## src/rtl/core/itoar_pkg.sv

```systemverilog
// shared constants and the digit-to-character function for integer_to_ascii_radix
// depends on nothing; used by the top level and its checker
package itoar_pkg;

  localparam int VALUE_BITS_DEF = 64;
  localparam int MAX_DIGITS     = 64;
  localparam int DIGIT_AW       = 6;
  localparam int CNT_W          = 7;
  localparam int RADIX_W        = 6;
  localparam int STEP_BITS      = 8;

  localparam logic [RADIX_W-1:0] RADIX_MIN  = 6'd2;
  localparam logic [RADIX_W-1:0] RADIX_MAX  = 6'd36;
  localparam logic [RADIX_W-1:0] DEC_SPLIT  = 6'd10;
  localparam logic [CNT_W-1:0]   DIGITS_MAX = 7'd64;

  localparam logic [7:0] CHAR_ZERO    = 8'h30;
  localparam logic [7:0] CHAR_NINE    = 8'h39;
  localparam logic [7:0] CHAR_UPPER_A = 8'h41;
  localparam logic [7:0] CHAR_UPPER_Z = 8'h5A;
  localparam logic [7:0] CHAR_MINUS   = 8'h2D;

  function automatic logic [7:0] digit_char(input logic [RADIX_W-1:0] d);
    logic [7:0] dd;
    dd = {2'b00, d};
    if (d < DEC_SPLIT) begin
      return CHAR_ZERO + dd;
    end
    return CHAR_UPPER_A + (dd - {2'b00, DEC_SPLIT});
  endfunction

endpackage

```

## src/rtl/core/integer_to_ascii_radix.sv

```systemverilog
// top level of the integer to ascii radix converter
// depends on itoar_pkg and itoar_ram
//
// Converts one request (a VALUE_BITS-wide integer, a signed/unsigned flag, a
// radix and a minimum digit count) into a stream of ascii digits, most
// significant first, one character per output request. Digits 10 and up use
// 'A'..'Z'. Radix is clamped to 2..36 and the minimum count saturates at 64;
// the magnitude is left-padded with '0' up to that count, the sign not
// counted. A negative signed value is sent as its magnitude with tuser high
// on the first character (the caller prints the '-'); tlast marks the final
// character. No terminator is sent. The digits are produced least
// significant first by repeated division of the magnitude by the radix: a
// restoring divider retires 8 quotient bits per cycle in ST_DIV, and each
// finished digit is written in ST_NEXT into a 64-entry digit ram. Playback
// then reads the ram backward through its registered read port; a new read
// is issued only once the previous one has landed and the output register
// can take it. A new request is taken once the last character has been
// read from the ram; the output register may still hold it.
module integer_to_ascii_radix #(
  parameter int VALUE_BITS = itoar_pkg::VALUE_BITS_DEF
) (
  input  logic        clk_i,
  input  logic        rst_ni,
  input  logic        s_axis_tvalid,
  output logic        s_axis_tready,
  // [63:0] value, [69:64] radix, [76:70] min_digits, [79:77] zero
  input  logic [79:0] s_axis_tdata,
  // [0] mode
  input  logic        s_axis_tuser,
  output logic        m_axis_tvalid,
  input  logic        m_axis_tready,
  // [7:0] char_out
  output logic [7:0]  m_axis_tdata,
  // [0] lead_minus
  output logic        m_axis_tuser,
  // last character of the number
  output logic        m_axis_tlast
);

  localparam int ITERS  = (VALUE_BITS + itoar_pkg::STEP_BITS - 1) / itoar_pkg::STEP_BITS;
  localparam int DIV_W  = ITERS * itoar_pkg::STEP_BITS;
  localparam int STEP_W = (ITERS > 1) ? $clog2(ITERS) : 1;
  localparam int SB     = itoar_pkg::STEP_BITS;
  localparam int RW     = itoar_pkg::RADIX_W;
  localparam int CW     = itoar_pkg::CNT_W;
  localparam int AW     = itoar_pkg::DIGIT_AW;

  typedef enum logic [1:0] {
    ST_IDLE,
    ST_DIV,
    ST_NEXT,
    ST_EMIT
  } state_e;

  state_e           state_q, state_d;
  logic [DIV_W-1:0] quo_q, quo_d;
  logic [RW-1:0]    rem_q, rem_d;
  logic [STEP_W-1:0] step_q, step_d;
  logic [RW-1:0]    radix_q, radix_d;
  logic [CW-1:0]    mind_q, mind_d;
  logic             neg_q, neg_d;
  logic [CW-1:0]    ndig_q, ndig_d;
  logic [CW-1:0]    emit_cnt_q, emit_cnt_d;
  logic             first_q, first_d;

  // read in flight and its side info
  logic             pend_q, pend_d;
  logic             pend_pad_q, pend_pad_d;
  logic             pend_minus_q, pend_minus_d;
  logic             pend_last_q, pend_last_d;

  // output register
  logic             out_valid_q, out_valid_d;
  logic [7:0]       out_char_q, out_char_d;
  logic             out_minus_q, out_minus_d;
  logic             out_last_q, out_last_d;

  // ram ports
  logic             ram_we;
  logic [AW-1:0]    ram_waddr;
  logic [7:0]       ram_wdata;
  logic             ram_re;
  logic [AW-1:0]    ram_raddr;
  logic [7:0]       ram_rdata;

  // request decode
  logic [VALUE_BITS-1:0] in_val;
  logic                  in_neg;
  logic [VALUE_BITS-1:0] in_mag;
  logic [RW-1:0]         in_radix_raw;
  logic [RW-1:0]         in_radix;
  logic [CW-1:0]         in_mind_raw;
  logic [CW-1:0]         in_mind;

  // divider byte step
  logic [RW:0]      div_rem;
  logic [SB-1:0]    div_qbits;
  logic [SB-1:0]    div_chunk;

  logic             in_fire;
  logic             issue;
  logic [CW-1:0]    ndig_next;

  assign in_fire = s_axis_tvalid && s_axis_tready;

  always_comb begin
    in_val       = s_axis_tdata[VALUE_BITS-1:0];
    in_neg       = s_axis_tuser && in_val[VALUE_BITS-1];
    // most negative value wraps onto its own unsigned magnitude
    in_mag       = in_neg ? (~in_val + VALUE_BITS'(1)) : in_val;
    in_radix_raw = s_axis_tdata[69:64];
    in_mind_raw  = s_axis_tdata[76:70];
    priority if (in_radix_raw < itoar_pkg::RADIX_MIN) begin
      in_radix = itoar_pkg::RADIX_MIN;
    end else if (in_radix_raw > itoar_pkg::RADIX_MAX) begin
      in_radix = itoar_pkg::RADIX_MAX;
    end else begin
      in_radix = in_radix_raw;
    end
    in_mind = (in_mind_raw > itoar_pkg::DIGITS_MAX) ? itoar_pkg::DIGITS_MAX : in_mind_raw;
  end

  // restoring division of the top quotient byte by the radix
  always_comb begin
    div_chunk = quo_q[DIV_W-1 -: SB];
    div_rem   = {1'b0, rem_q};
    div_qbits = '0;
    for (int i = 0; i < SB; i++) begin
      div_rem = {div_rem[RW-1:0], div_chunk[SB-1-i]};
      if (div_rem >= {1'b0, radix_q}) begin
        div_rem            = div_rem - {1'b0, radix_q};
        div_qbits[SB-1-i]  = 1'b1;
      end
    end
  end

  assign ndig_next = ndig_q + CW'(1);
  assign issue     = (state_q == ST_EMIT) && !pend_q && (!out_valid_q || m_axis_tready);

  always_comb begin
    state_d      = state_q;
    quo_d        = quo_q;
    rem_d        = rem_q;
    step_d       = step_q;
    radix_d      = radix_q;
    mind_d       = mind_q;
    neg_d        = neg_q;
    ndig_d       = ndig_q;
    emit_cnt_d   = emit_cnt_q;
    first_d      = first_q;
    pend_d       = 1'b0;
    pend_pad_d   = pend_pad_q;
    pend_minus_d = pend_minus_q;
    pend_last_d  = pend_last_q;
    out_valid_d  = out_valid_q;
    out_char_d   = out_char_q;
    out_minus_d  = out_minus_q;
    out_last_d   = out_last_q;
    ram_we       = 1'b0;
    ram_waddr    = ndig_q[AW-1:0];
    ram_wdata    = itoar_pkg::digit_char(rem_q);
    ram_re       = 1'b0;
    ram_raddr    = emit_cnt_q[AW-1:0] - AW'(1);

    unique case (state_q)
      ST_IDLE: begin
        if (in_fire) begin
          quo_d   = DIV_W'(in_mag);
          rem_d   = '0;
          step_d  = '0;
          radix_d = in_radix;
          mind_d  = in_mind;
          neg_d   = in_neg;
          ndig_d  = '0;
          state_d = ST_DIV;
        end
      end
      ST_DIV: begin
        quo_d  = (quo_q << SB) | DIV_W'(div_qbits);
        rem_d  = div_rem[RW-1:0];
        step_d = step_q + STEP_W'(1);
        if (step_q == STEP_W'(ITERS - 1)) begin
          state_d = ST_NEXT;
        end
      end
      ST_NEXT: begin
        // store the finished digit, then divide again or start playback
        ram_we = 1'b1;
        ndig_d = ndig_next;
        if (quo_q == '0) begin
          emit_cnt_d = (ndig_next > mind_q) ? ndig_next : mind_q;
          first_d    = 1'b1;
          state_d    = ST_EMIT;
        end else begin
          rem_d   = '0;
          step_d  = '0;
          state_d = ST_DIV;
        end
      end
      ST_EMIT: begin
        if (issue) begin
          ram_re       = 1'b1;
          pend_d       = 1'b1;
          // positions at or above the digit count are padding zeros
          pend_pad_d   = emit_cnt_q > ndig_q;
          pend_minus_d = first_q && neg_q;
          pend_last_d  = emit_cnt_q == CW'(1);
          first_d      = 1'b0;
          emit_cnt_d   = emit_cnt_q - CW'(1);
          if (emit_cnt_q == CW'(1)) begin
            state_d = ST_IDLE;
          end
        end
      end
      default: begin
        state_d = ST_IDLE;
      end
    endcase

    // output register: load the ram word or a padding zero when the read lands, else drain
    if (pend_q) begin
      out_valid_d = 1'b1;
      out_char_d  = pend_pad_q ? itoar_pkg::CHAR_ZERO : ram_rdata;
      out_minus_d = pend_minus_q;
      out_last_d  = pend_last_q;
    end else if (m_axis_tready) begin
      out_valid_d = 1'b0;
    end
  end

  always_ff @(posedge clk_i or negedge rst_ni) begin
    if (!rst_ni) begin
      state_q     <= ST_IDLE;
      pend_q      <= 1'b0;
      out_valid_q <= 1'b0;
      step_q      <= '0;
      ndig_q      <= '0;
      emit_cnt_q  <= '0;
      first_q     <= 1'b0;
    end else begin
      state_q     <= state_d;
      pend_q      <= pend_d;
      out_valid_q <= out_valid_d;
      step_q      <= step_d;
      ndig_q      <= ndig_d;
      emit_cnt_q  <= emit_cnt_d;
      first_q     <= first_d;
    end
  end

  // payload registers
  always_ff @(posedge clk_i) begin
    quo_q        <= quo_d;
    rem_q        <= rem_d;
    radix_q      <= radix_d;
    mind_q       <= mind_d;
    neg_q        <= neg_d;
    pend_pad_q   <= pend_pad_d;
    pend_minus_q <= pend_minus_d;
    pend_last_q  <= pend_last_d;
    out_char_q   <= out_char_d;
    out_minus_q  <= out_minus_d;
    out_last_q   <= out_last_d;
  end

  itoar_ram #(
    .WIDTH (8),
    .DEPTH (itoar_pkg::MAX_DIGITS)
  ) u_digit_ram (
    .clk_i   (clk_i),
    .we_i    (ram_we),
    .waddr_i (ram_waddr),
    .wdata_i (ram_wdata),
    .re_i    (ram_re),
    .raddr_i (ram_raddr),
    .rdata_o (ram_rdata)
  );

  assign s_axis_tready = (state_q == ST_IDLE);
  assign m_axis_tvalid = out_valid_q;
  assign m_axis_tdata  = out_char_q;
  assign m_axis_tuser  = out_minus_q;
  assign m_axis_tlast  = out_last_q;

endmodule

```

## src/rtl/core/itoar_ram.sv

```systemverilog
// generic simple dual-port ram, one write and one registered read port
// depends on nothing
module itoar_ram #(
  parameter int WIDTH = 8,
  parameter int DEPTH = 64
) (
  input  logic                     clk_i,
  input  logic                     we_i,
  input  logic [$clog2(DEPTH)-1:0] waddr_i,
  input  logic [WIDTH-1:0]         wdata_i,
  input  logic                     re_i,
  input  logic [$clog2(DEPTH)-1:0] raddr_i,
  output logic [WIDTH-1:0]         rdata_o
);

  logic [WIDTH-1:0] mem_q [DEPTH];
  logic [WIDTH-1:0] rdata_q;

  always_ff @(posedge clk_i) begin
    if (we_i) begin
      mem_q[waddr_i] <= wdata_i;
    end
    if (re_i) begin
      rdata_q <= mem_q[raddr_i];
    end
  end

  assign rdata_o = rdata_q;

endmodule

```

## config.mk

```make
export PLATFORM = sky130hd
export DESIGN_NAME = integer_to_ascii_radix
export DESIGN_NICKNAME = d
export VERILOG_FILES = /design/src/rtl/core/itoar_pkg.sv /design/src/rtl/core/integer_to_ascii_radix.sv /design/src/rtl/core/itoar_ram.sv
export SDC_FILE = /design/constraint.sdc
export NUM_CORES = 1
export LEC_CHECK = 0
export BUFFER_PORTS_ARGS = -buffer_cell sky130_fd_sc_hd__clkbuf_2
export CAP_MARGIN = 10
export CORE_MARGIN = 1
export CORE_UTILIZATION = 56
export CTS_CLUSTER_SIZE = 20
export DETAILED_ROUTE_END_ITERATION = 16
export GPL_ROUTABILITY_DRIVEN = 0
export MAX_ROUTING_LAYER = met4
export PLACE_DENSITY = 0.73
export REMOVE_ABC_BUFFERS = 1
export SYNTH_ARGS = -nofsm -noshare
export SYNTH_HDL_FRONTEND = slang
export SYNTH_SLANG_ARGS = --single-unit
```

## constraint.sdc

```tcl
create_clock -name clk_i -period 26.6 [get_ports clk_i]
set_clock_uncertainty 0.15 [all_clocks]
set_input_delay 1.33 -clock clk_i [delete_from_list [all_inputs] [get_ports clk_i]]
set_output_delay 1.33 -clock clk_i [all_outputs]
set_load 0.01 [all_outputs]
```

Word-level counts from Yosys, hierarchy flattened
Memories as Yosys holds them, arrays and structs flattened. A register that Yosys moved wholly into a read port is not among the register bits.
Index checks and enable logic that the tools add are counted.

word-level totals
  memories = 1
  bits in writable memories = 512
  flip-flop bits (word level) = 119
  logic and storage cells = 137
  memory bits (read-only) = 0
  bits in latches = 0
  input bits = 85

cells by class
  bitwise operators = 2
  add/sub/neg operators = 16
  multipliers = 0
  muxes and demuxes = 51
  order comparisons = 14
  shift-type cells = 0
  divide/modulo/power cells = 0
  equal/unequal tests = 11
  reductions and logical operators = 23

memory list
  name               depth  bits a word  rd ports  clocked after Yosys merged registers in  wr ports  line             source
  u_digit_ram.mem_q  64     8            1         1                                        1         itoar_ram.sv:16  logic [WIDTH-1:0] mem_q [DEPTH];

operators by type and width
  cell                                                              count
  64-bit 2-to-1 mux                                                 2
  64-bit case mux with 2 select lines                               1
  6-bit 2-to-1 mux                                                  11
  64-bit by 1-bit adder with 64-bit output (second input constant)  1
  64-bit logical NOT                                                1
  64-bit NOT                                                        1
  64-bit by 8-bit bitwise OR with 64-bit output                     1
  7-bit by 6-bit >= comparator with 1-bit output                    8
  6-bit subtractor                                                  8
  7-bit 2-to-1 mux                                                  4
  7-bit case mux with 2 select lines                                2
  1-bit 2-to-1 mux                                                  18
  6-bit case mux with 3 select lines                                1
  8-bit 2-to-1 mux                                                  2
  7-bit greater-than comparator                                     2
  2-bit 2-to-1 mux                                                  5
  3-bit case mux with 3 select lines                                1
  7-bit by 8-bit adder with 8-bit output (first input constant)     1
  2-bit inequality test (second input constant)                     4
  2-bit case mux with 4 select lines                                1
  2-bit AND reduction                                               4
  2-bit nonzero test                                                4
  6-bit by 6-bit adder with 7-bit output (first input constant)     1
  7-bit by 1-bit adder with 7-bit output (second input constant)    1
  23 further kinds                                                  32

Longest topological paths before layout
Gate-level depths: netlist of run 1.

  depth after elaboration = 18
  depth in mapped cells = 80
  mapped depth without buffers = 78

By module
Synthesis of run 1 repeated with hierarchy kept, for this count alone.

unflattened totals
  cells, all modules = 2119
  area total of the unflattened synthesis = 30499.3 um^2

modules (own cells, without submodules)
  module                  cells each  area an instance (um^2)  times used
  itoar_ram               940         20246.9                  1
  integer_to_ascii_radix  1179        10252.3                  1

Worst setup path after synthesis of run 1
No wires, ideal clock.

  path kind = register -> register
  start = register radix_q[1]
  end = register rem_q[1], data pin
  clock period less this slack = 16031 ps
  data required time = 26194 ps
  cell stages (with the launch flop) = 78
  arrival = 15625 ps
  path buffers = 2
  setup slack = 10569 ps
  cell sequence = edfxtp_1 > inv_1 > ha_1 > a21o_1 > a31oi_1 > o21a_2 > mux2i_1 > inv_1 > ha_1 > o21a_1 > o211ai_1 > o21ai_0 > a21oi_2 > nand2_1 > buf_2 > o21a_1 > ha_1 > nor2b_1 > [42 not listed] > o21ai_0 > nand2b_1 > a21o_1 > a21o_1 > a211o_1 > a31o_2 > or2_4 > a21oi_1 > ha_1 > a21o_1 > a21o_1 > a21o_1 > a21o_1 > a211o_1 > a31o_2 > a31oi_1 > a21oi_1 > a31o_2

on the way
  longest elaborated chain between the ends = 17

RTL lines
  element                                                                                    line                                                          source
  start: declaration                                                                         integer_to_ascii_radix.sv:59                                  logic [RW-1:0] radix_q, radix_d;
  start signal: assignment                                                                   integer_to_ascii_radix.sv:255                                 radix_q <= radix_d;
  6-bit subtractor / 7-bit by 6-bit >= comparator with 1-bit output (equally long branches)  integer_to_ascii_radix.sv:131, integer_to_ascii_radix.sv:130
  6-bit 2-to-1 mux                                                                           integer_to_ascii_radix.sv:130                                 if (div_rem >= {1'b0, radix_q}) begin
  6-bit subtractor / 7-bit by 6-bit >= comparator with 1-bit output (equally long branches)  integer_to_ascii_radix.sv:131, integer_to_ascii_radix.sv:130
  6-bit 2-to-1 mux                                                                           integer_to_ascii_radix.sv:130
  6-bit subtractor / 7-bit by 6-bit >= comparator with 1-bit output (equally long branches)  integer_to_ascii_radix.sv:131, integer_to_ascii_radix.sv:130
  6-bit 2-to-1 mux                                                                           integer_to_ascii_radix.sv:130
  6-bit subtractor / 7-bit by 6-bit >= comparator with 1-bit output (equally long branches)  integer_to_ascii_radix.sv:131, integer_to_ascii_radix.sv:130
  6-bit 2-to-1 mux                                                                           integer_to_ascii_radix.sv:130
  6-bit subtractor / 7-bit by 6-bit >= comparator with 1-bit output (equally long branches)  integer_to_ascii_radix.sv:131, integer_to_ascii_radix.sv:130
  6-bit 2-to-1 mux                                                                           integer_to_ascii_radix.sv:130
  7-bit by 6-bit >= comparator with 1-bit output / 6-bit subtractor (equally long branches)  integer_to_ascii_radix.sv:130, integer_to_ascii_radix.sv:131
  6-bit 2-to-1 mux                                                                           integer_to_ascii_radix.sv:130
  7-bit by 6-bit >= comparator with 1-bit output / 6-bit subtractor (equally long branches)  integer_to_ascii_radix.sv:130, integer_to_ascii_radix.sv:131
  6-bit 2-to-1 mux                                                                           integer_to_ascii_radix.sv:130
  6-bit subtractor / 7-bit by 6-bit >= comparator with 1-bit output (equally long branches)  integer_to_ascii_radix.sv:131, integer_to_ascii_radix.sv:130
  6-bit 2-to-1 mux (*)                                                                       integer_to_ascii_radix.sv:130
  6-bit case mux with 3 select lines (*)                                                     integer_to_ascii_radix.sv:165                                 unique case (state_q)
  end signal: assignment                                                                     integer_to_ascii_radix.sv:254                                 rem_q <= rem_d;
  end: declaration                                                                           integer_to_ascii_radix.sv:57                                  logic [RW-1:0] rem_q, rem_d;

Mark *: on every way between the ends. The rest lies on a longest branch, timed or not.
A chain may end at the register's enable or synchronous reset.

Worst setup path in the final report of run 1
  start = register radix_q[1]
  end = register rem_q[4], data pin

on the way
  longest elaborated chain between the ends = 17

RTL lines
  element                                                                                    line
  6-bit subtractor / 7-bit by 6-bit >= comparator with 1-bit output (equally long branches)  integer_to_ascii_radix.sv:131, integer_to_ascii_radix.sv:130
  6-bit 2-to-1 mux                                                                           integer_to_ascii_radix.sv:130
  6-bit subtractor / 7-bit by 6-bit >= comparator with 1-bit output (equally long branches)  integer_to_ascii_radix.sv:131, integer_to_ascii_radix.sv:130
  6-bit 2-to-1 mux                                                                           integer_to_ascii_radix.sv:130
  6-bit subtractor / 7-bit by 6-bit >= comparator with 1-bit output (equally long branches)  integer_to_ascii_radix.sv:131, integer_to_ascii_radix.sv:130
  6-bit 2-to-1 mux                                                                           integer_to_ascii_radix.sv:130
  6-bit subtractor / 7-bit by 6-bit >= comparator with 1-bit output (equally long branches)  integer_to_ascii_radix.sv:131, integer_to_ascii_radix.sv:130
  6-bit 2-to-1 mux                                                                           integer_to_ascii_radix.sv:130
  6-bit subtractor / 7-bit by 6-bit >= comparator with 1-bit output (equally long branches)  integer_to_ascii_radix.sv:131, integer_to_ascii_radix.sv:130
  6-bit 2-to-1 mux                                                                           integer_to_ascii_radix.sv:130
  7-bit by 6-bit >= comparator with 1-bit output / 6-bit subtractor (equally long branches)  integer_to_ascii_radix.sv:130, integer_to_ascii_radix.sv:131
  6-bit 2-to-1 mux                                                                           integer_to_ascii_radix.sv:130
  6-bit subtractor / 7-bit by 6-bit >= comparator with 1-bit output (equally long branches)  integer_to_ascii_radix.sv:131, integer_to_ascii_radix.sv:130
  6-bit 2-to-1 mux                                                                           integer_to_ascii_radix.sv:130
  6-bit subtractor / 7-bit by 6-bit >= comparator with 1-bit output (equally long branches)  integer_to_ascii_radix.sv:131, integer_to_ascii_radix.sv:130
  6-bit 2-to-1 mux (*)                                                                       integer_to_ascii_radix.sv:130
  6-bit case mux with 3 select lines (*)                                                     integer_to_ascii_radix.sv:165

Marks and branches as above.

==> results of run 1 <==
[routing by layer]
layer  share of wire [%]  track usage [%]
met1                  39             34.5
met2                  51             44.4
met3                 8.0             4.38
met4                 2.2             6.52
met5                   0                -
[through the flow]
step                std cells  hold slack [ns]  utilization, %  setup slack (ns)
finish                   2749            0.284            63.1              7.25
global route             2749            0.300            63.1              5.90
CTS                      2747            0.284            63.1              7.55
detailed placement       2632            0.274            59.1              7.59
global placement         2632            0.263            59.1              8.03
floorplan                1833            0.250               -             10.53
[worst max-delay path: cells and delay by family (launching register included)]
family / cells / cell delay, ns
AOI/OAI and AO/OA: 43 / 10.17
and+or+nand+nor: 17 / 3.62
adders and majority gates: 8 / 2.46
muxes: 3 / 1.21
buffers and inverters: 5 / 0.80
DFF: 1 / 0.71
[logic make-up after synthesis]
| logic type | count (synthesis) | synth area share, % |
|---|---|---|
| flip-flops | 639 | 64.1 |
| AND/OR/NAND/NOR | 451 | 7.31 |
| AO/OA/AOI/OAI | 288 | 6.14 |
| multiplexers | 199 | 13.9 |
| buffers and inverters | 145 | 1.84 |
| XOR/XNOR | 106 | 3.12 |
| adder cells (fa/ha/maj) | 82 | 3.64 |
[layout make-up]
class,instances,area (sq um)
Clock buffer,86,1750
Inverter,68,255
Antenna cell,2,5.00
Timing Repair Buffer,111,601
Clock inverter,29,335
Tap cell,688,861
Sequential cell,639,19100
Fill cell,3700,19400
Multi-Input combinational cell,1126,10300
[sequential cells by signal, indices dropped and copies added, names as in the netlist]
register,flops
rem_q,6
m_axis_tuser,1
ndig_q,7
m_axis_tlast,1
quo_q,64
pend_pad_q,1
state_q,2
mind_q,7
pend_last_q,1
m_axis_tvalid,1
u_digit_ram.rdata_o,8
step_q,3
pend_minus_q,1
m_axis_tdata,8
u_digit_ram.mem_q,512
neg_q,1
radix_q,6
pend_q,1
emit_cnt_q,7
first_q,1
[placed cells by master (no fill, tap or decap), types with 5 or more instances in the layout]
cell,instances
edfxtp_1,617
mux4_2,168
nor2_1,144
nand2_1,122
o21ai_0,101
clkbuf_2,93
ha_1,72
inv_1,68
a21oi_1,67
clkbuf_16,66
xnor2_1,52
xor2_1,49
nor2b_1,27
nor3_1,23
nand3_1,23
a21o_1,22
nor4_1,22
dfrtp_1,21
clkbuf_1,18
buf_4,18
mux2_2,17
nand2b_1,17
o31ai_1,13
mux2i_1,12
clkinv_1,12
nand4_1,11
or3_1,9
a22o_1,9
o41ai_1,8
and3_1,8
fa_1,8
and2_1,7
o21a_1,6
o211ai_1,6
or4_1,6
or2_2,6
a31o_2,5
a211oi_1,5
bufinv_16,5
[final timing paths]
path                                   from             to  cells after the start
worst max-delay path             radix_q[1]       rem_q[4]                     76
worst min-delay path            pend_last_q   m_axis_tlast                      0
worst max register to register   radix_q[1]       rem_q[4]                     76
worst min register to register  pend_last_q   m_axis_tlast                      0
max in group asynchronous            rst_ni  emit_cnt_q[0]                      1
min in group asynchronous            rst_ni  emit_cnt_q[2]                      1
[cells in the mapped netlist, drive strengths merged, types with 14 or more instances]
library cell and number:
o21ai 106, buf 14, mux2 19, ha 73, dfrtp 22, xnor2 56, a21oi 69, xor2 50
nand2 123, nor2b 28, clkbuf 63, edfxtp 617, nor3 26, nor2 144, nand2b 17, nor4 25
inv 68, mux4 168, o31ai 14, nand3 23, a21o 23
==> flow_summary.json, run 1 <==
{
  "status": "complete, no violations",
  "avgSynthCellArea_sq_um": 15.6,
  "route.vias.total": 17400,
  "final.min_clock_period_ns": 19.35,
  "htreeDepth": 3,
  "cpPeakStageDelay_ns": 0.71,
  "cp.arrival_ns": 19.55,
  "cts_tree": "done",
  "drcViolationCount": 0,
  "ctsResizeCount": 0,
  "max_freq_ghz": 0.0517,
  "first_pass_iters": 7,
  "drtAntennaViolNets": 0,
  "fp-row-count": 84,
  "synth_area_leaders": "edfxtp_1 62%, mux4_2 13%, ha_1 3.1%",
  "syn_to_final_growth_pct": 11.3,
  "ys.flop_type": "edfxtp_1",
  "hpwlAfterDp_mm": 43.5,
  "yosysSeqAreaShare_pct": 64.1,
  "overflow": 0,
  "end_kind": "register",
  "cts.path.max_buffers": 3,
  "finish.instance_area_sq_mm": 0.0331,
  "nets": 2178,
  "io_pins": 97,
  "max_slew_margin_pct": 18.8,
  "hold_buffers": 0,
  "layout-drive-gt1-share_pct": 20.7,
  "die_h_um": 233,
  "synth_cell_types": 81,
  "cts_setup_buffers": 0,
  "synth_top_area_cell": "edfxtp_1",
  "grt_max_degree": 121,
  "grt_pass1_vias": 17500,
  "die_area_sq_mm": 0.0541,
  "async_flop_share_pct": 3.44,
  "clk_pin_slew_worst_paths_ns": 0.06,
  "start_kind": "register",
  "place_area_sq_mm": 0.0311,
  "die_w_um": 233,
  "via_per_inst": 6.32,
  "synth_cells": 1910,
  "fin_crit_sh_pct": 72.8,
  "root_buffer": "clkbuf_16",
  "crit_top_cell": "a21o_1",
  "critPathSlowestCell": "edfxtp_1",
  "cts-buffers-inserted": 66,
  "worst_slew_pin_slew_ns": 1.21,
  "synth_edf_count": 617,
  "insertion_delay_ns": 0.61,
  "tns_ns": 0,
  "netlist_area_sq_mm": 0.0298,
  "critPathRequiredTime_ns": 26.80,
  "core_sq_mm": 0.0526,
  "avgRoutedWirePerCell_um": 24.6,
  "drtIter0Drc": 1821,
  "track_usage_pct": 26.7,
  "cp_max_fo": 11,
  "ys_warn_count": 0,
  "maxSlewViolCount": 0,
  "finalSetupViolCount": 0,
  "clock-sinks": 639,
  "crit_type": "reg -> reg",
  "finalHoldViolations": 0,
  "rsz0062_at_grt": "no",
  "ys_ff_latch": 639,
  "grt_pass1_wl_mm": 104,
  "wl_mm": 67.6,
  "synth_top_area_share_pct": 62.2,
  "io_buffers": 93,
  "reg2reg_slack_ns": 7.25,
  "antenna_found_initial": 2,
  "initial_core_util_pct": 56.6,
  "maxCapViolations": 0,
  "hold_class": "reg -> reg"
}
Power of run 1 is not shown: default switching activity piles up to over one toggle a cycle in this logic, so the estimate is an artifact.
==> run 2, diff against run 1 <==
==> constraint.sdc (replaced) <==
create_clock -name clk_i -period 18.5 [get_ports clk_i]
set_clock_uncertainty 0.15 [all_clocks]
set_input_delay 0.925 -clock clk_i [delete_from_list [all_inputs] [get_ports clk_i]]
set_output_delay 0.925 -clock clk_i [all_outputs]
set_load 0.01 [all_outputs]
==> run 2 against run 1 <==
Net effect: sequential cell count unchanged; largest cell class unchanged; non-clock buffer count is 18 higher; final cell count grew 0.58%; first-iteration DRC count fell by 15%; critical endpoint is now quo_q[0]; sequential share of layout area decreased by 0.15 points; register-to-register slack worse by 6.1 ns; cell area rose by 0.26%.
==> flow_summary.json, run 2 (synthesis gave the netlist of run 1 again) <==
{
  "maxSlewViolCount": 0,
  "tns_ns": 0,
  "insertion_delay_ns": 0.59,
  "seq_area_sq_mm": 0.0191,
  "final_cell_mix": "617 x edfxtp_1, 168 x mux4_2, 143 x nor2_1, 121 x nand2_1, 100 x o21ai_0",
  "syn_to_final_growth_pct": 11.6,
  "reg2reg_slack_ns": 1.11,
  "cpPeakStageDelay_ns": 0.58,
  "wl_mm": 67.9,
  "setup.worst_path.start": "radix_q[4]",
  "track_usage_pct": 26.5,
  "cts.path.max_buffers": 3,
  "fp-row-count": 84,
  "max_slew_margin_pct": 14.2,
  "root_buffer": "clkbuf_16",
  "antenna_found_initial": 1,
  "cp.arrival_ns": 17.55,
  "fin_crit_sh_pct": 94.0,
  "die_area_sq_mm": 0.0541,
  "multi_input_area_sq_mm": 0.0103,
  "crit_type": "reg -> reg",
  "largest_register_ffs": 512,
  "avgRoutedWirePerCell_um": 24.6,
  "grt_pass1_wl_mm": 103,
  "drtIter0Drc": 1548,
  "largest-register": "u_digit_ram.mem_q",
  "htreeDepth": 3,
  "clock-sinks": 639,
  "cts-buffers-inserted": 67,
  "finalSetupViolCount": 0,
  "overflow": 0,
  "final.min_clock_period_ns": 17.39,
  "crit_top_cell": "a21o_1",
  "drcViolationCount": 0,
  "drtAntennaViolNets": 0,
  "grt_pass1_vias": 17400,
  "final_common_cell": "edfxtp_1",
  "nets": 2197,
  "io_buffers": 93,
  "route.vias.total": 17500,
  "via_per_inst": 6.32,
  "io_pins": 97,
  "hold_class": "in -> async",
  "cp_max_fo": 11,
  "layout-drive-gt1-share_pct": 21.8,
  "r2r_start": "radix_q[4]",
  "max_freq_ghz": 0.0575,
  "rsz0062_at_grt": "no",
  "hpwlAfterDp_mm": 43.6,
  "maxCapViolations": 0,
  "r2r-end": "quo_q[0]",
  "grt_max_degree": 122,
  "die_w_um": 233,
  "end_kind": "register",
  "worst_slew_pin_slew_ns": 1.28,
  "die_h_um": 233,
  "status": "complete, no violations",
  "core_sq_mm": 0.0526,
  "critPathRequiredTime_ns": 18.66,
  "critPathCapture": "quo_q[0]",
  "r2r_cells": 77,
  "nFillCells": 3679,
  "cts_tree": "done",
  "first_pass_iters": 5,
  "start_kind": "register",
  "critPathSlowestCell": "or4b_1",
  "initial_core_util_pct": 56.6,
  "reg.largest.list": "u_digit_ram.mem_q x512, quo_q x64",
  "clk_pin_slew_worst_paths_ns": 0.06,
  "finalHoldViolations": 0
}
==> run 2: layer usage <==
| layer | routed length [um] | global-route usage, % | share of wire (%) | vias up |
|---|---|---|---|---|
| met4 | 1840 | 7.62 | 2.7 | 0 |
| met5 | 0 | - | 0 | - |
| met2 | 34100 | 43.2 | 50 | 722 |
| li1 | - | - | - | 7721 |
| met3 | 4740 | 4.38 | 7.0 | 137 |
| met1 | 27200 | 34.6 | 40 | 8895 |
==> run 2: final cells by class <==
| class | count | area share [%] |
|---|---|---|
| inverter | 68 | 0.768 |
| tap | 688 | 2.59 |
| multi-input combinational | 1126 | 31.0 |
| sequential | 639 | 57.4 |
| timing repair buffer | 129 | 2.21 |
| clock buffer | 87 | 5.36 |
| antenna | 1 | 0.00753 |
| clock inverter | 27 | 0.587 |
==> run 2: per-stage QoR <==
stage          setup WS [ns]  utilization (%)  hold WS [ns]  area [sq um]  std cells
6_report                1.11             63.2         0.165         33200       2765
5_1_grt               0.0105             63.2         0.189         33200       2765
4_1_cts                0.432             63.0         0.171         33100       2754
3_5_place_dp           0.427             59.2         0.268         31100       2640
3_3_place_gp           0.925             59.2         0.258         31100       2640
2_1_floorplan           2.43                -         0.250         29500       1833
==> run 2: how the worst min path moves through the flow <==
| stage | from | endpoint | slack, ns |
|---|---|---|---|
| after floorplan | pend_last_q | m_axis_tlast | 0.25 |
| after global placement | pend_minus_q | m_axis_tuser | 0.26 |
| after detailed placement | pend_last_q | m_axis_tlast | 0.27 |
| after CTS | rst_ni | step_q[0] | 0.17 |
| after global routing | rst_ni | step_q[2] | 0.19 |
| final | rst_ni | step_q[0] | 0.17 |
==> run 2: critical path, delay by kind of cell, from the launching register on <==
family | cells | cell delay (ns)
flops | 1 | 0.35
mux | 3 | 1.07
fa+ha+maj | 8 | 2.38
buf+inv | 6 | 0.57
compound gates | 42 | 9.36
simple gates | 18 | 3.24
==> run 2: repair_timing <==
item	4_1_cts	5_1_grt
resized for setup	0	12
endpoints found under the setup margin	0	7
hold buffers	0	0
buffers inserted	0	10
Power of run 2 is left out for the same reason.
==> run 3, diff against run 2 <==
--- a/config.mk
+++ b/config.mk
@@ -14,7 +14,9 @@
 export GPL_ROUTABILITY_DRIVEN = 0
 export MAX_ROUTING_LAYER = met4
 export PLACE_DENSITY = 0.73
+export RECOVER_POWER = 100
 export REMOVE_ABC_BUFFERS = 1
+export SKIP_LAST_GASP = 1
 export SYNTH_ARGS = -nofsm -noshare
 export SYNTH_HDL_FRONTEND = slang
 export SYNTH_SLANG_ARGS = --single-unit
==> run 3 against run 2 <==
Net effect: fmax hardly changed; sequential share of layout area grew 0.18 points; global-route usage stayed put; register-to-register slack about the same; the flow now finishes with violations (max-capacitance violations, max-slew violations).
==> flow_summary.json, run 3 (synthesis gave the netlist of run 1 again) <==
{
  "die_area_sq_mm": 0.0541,
  "track_usage_pct": 26.5,
  "worst_slew_pin_slew_ns": 4.28,
  "failed_checks": "max-capacitance violations, max-slew violations",
  "grt_max_degree": 122,
  "grt_pass1_wl_mm": 103,
  "hold_class": "reg -> reg",
  "crit_top_cell": "a21o_1",
  "setup_ws_ns": 1.11,
  "cts_tree": "done",
  "insertion_delay_ns": 0.59,
  "final_cell_mix": "617 x edfxtp_1, 168 x mux4_2, 143 x nor2_1, 121 x nand2_1, 101 x o21ai_0",
  "largest-register": "u_digit_ram.mem_q",
  "critPathRequiredTime_ns": 18.68,
  "start_kind": "register",
  "syn_to_final_growth_pct": 11.2,
  "max_slew_margin_pct": -185,
  "clock-sinks": 639,
  "core_sq_mm": 0.0526,
  "htreeDepth": 3,
  "drtAntennaViolNets": 0,
  "crit_type": "reg -> reg",
  "critPathSlowestCell": "or4b_1",
  "maxCapViolations": 15,
  "end_kind": "register",
  "dpl_worst_slack_ns": 0.427,
  "status": "finished, violations left",
  "finalSetupViolCount": 0,
  "die_w_um": 233,
  "nets": 2197,
  "multi_input_area_sq_mm": 0.0103,
  "route.vias.total": 17500,
  "wl_mm": 67.9,
  "avgRoutedWirePerCell_um": 24.6,
  "antenna_found_initial": 1,
  "largest_register_ffs": 512,
  "cts-buffers-inserted": 67,
  "grt_pass1_vias": 17400,
  "die_h_um": 233,
  "clk_pin_slew_worst_paths_ns": 0.06,
  "max_freq_ghz": 0.0575,
  "io_pins": 97,
  "seq_area_sq_mm": 0.0191,
  "via_per_inst": 6.32,
  "drcViolationCount": 0,
  "hpwlAfterDp_mm": 43.6,
  "root_buffer": "clkbuf_16",
  "fp-row-count": 84,
  "cts.path.max_buffers": 3,
  "cp_max_fo": 11,
  "overflow": 0,
  "cp.arrival_ns": 17.58,
  "nFillCells": 3712,
  "cpPeakStageDelay_ns": 0.58,
  "first_pass_iters": 6,
  "tns_ns": 0,
  "drtIter0Drc": 1485,
  "fin_crit_sh_pct": 94.0,
  "final.min_clock_period_ns": 17.39,
  "final_common_cell": "edfxtp_1",
  "layout-drive-gt1-share_pct": 20.0,
  "io_buffers": 93,
  "initial_core_util_pct": 56.6,
  "reg.largest.list": "u_digit_ram.mem_q x512, quo_q x64",
  "finalHoldViolations": 0,
  "maxSlewViolCount": 913
}
==> run 3: cell count changes in the layout (fill, tap and decap cells not counted), moves of 2 or more <==
cell,change
and2_1,-2
mux2_2,-3
mux2_1,+3
clkbuf_1,+29
and2_0,+2
buf_4,-12
clkbuf_2,-17
==> run 3: critical path: cells and delay by family, from the launching register on <==
family                     cells  cell delay (ns)
AOI/OAI and AO/OA             43             9.60
and+or+nand+nor               17             3.03
DFF                            1             0.35
adders and majority gates      8             2.38
muxes                          3             1.07
buffers and inverters          6             0.57
==> run 3: worst paths after layout <==
kind | slack [ns] | depth (start not counted) | endpoint | startpoint
max in group asynchronous | 17.04 | 1 | ndig_q[5] | rst_ni
min reg2reg | 0.28 | 0 | m_axis_tuser | pend_minus_q
max reg2reg | 1.11 | 77 | rem_q[3] | radix_q[4]
min in group asynchronous | 0.42 | 1 | step_q[0] | rst_ni
max | 1.11 | 77 | rem_q[3] | radix_q[4]
min | 0.28 | 0 | m_axis_tuser | pend_minus_q
==> run 3: per-layer routing <==
metal,share of wire [%],routed length [um],vias to the layer above,GRT usage [%]
met1,40,27000,8867,34.6
li1,-,-,7724,-
met3,7.0,4730,136,4.38
met2,51,34300,754,43.2
met4,2.7,1830,0,7.62
met5,0,0,-,-
==> run 3: per-stage QoR <==
step | hold slack [ns] | area, sq um | utilization (%) | instances
final | 0.277 | 33100 | 63.0 | 2765
after global routing | 0.296 | 33100 | 63.0 | 2765
after floorplan | 0.250 | 29500 | - | 1833
after detailed placement | 0.268 | 31100 | 59.2 | 2640
after global placement | 0.258 | 31100 | 59.2 | 2640
after CTS | 0.171 | 33100 | 63.0 | 2754
==> run 3: layout make-up <==
cell class | count | area share, %
Inverter | 68 | 0.771
Tap cell | 688 | 2.60
Clock inverter | 27 | 0.589
Multi-Input combinational cell | 1126 | 31.0
Antenna cell | 1 | 0.00756
Sequential cell | 639 | 57.6
Clock buffer | 87 | 5.38
Timing Repair Buffer | 129 | 2.02
==> run 3: what timing repair did <==
| action | 4_1_cts | 5_1_grt |
|---|---|---|
| resized for setup | 0 | 12 |
| setup endpoints to repair | 0 | 7 |
| hold buffers | 0 | 0 |
| buffers inserted | 0 | 10 |
Power of run 3 is left out for the same reason.
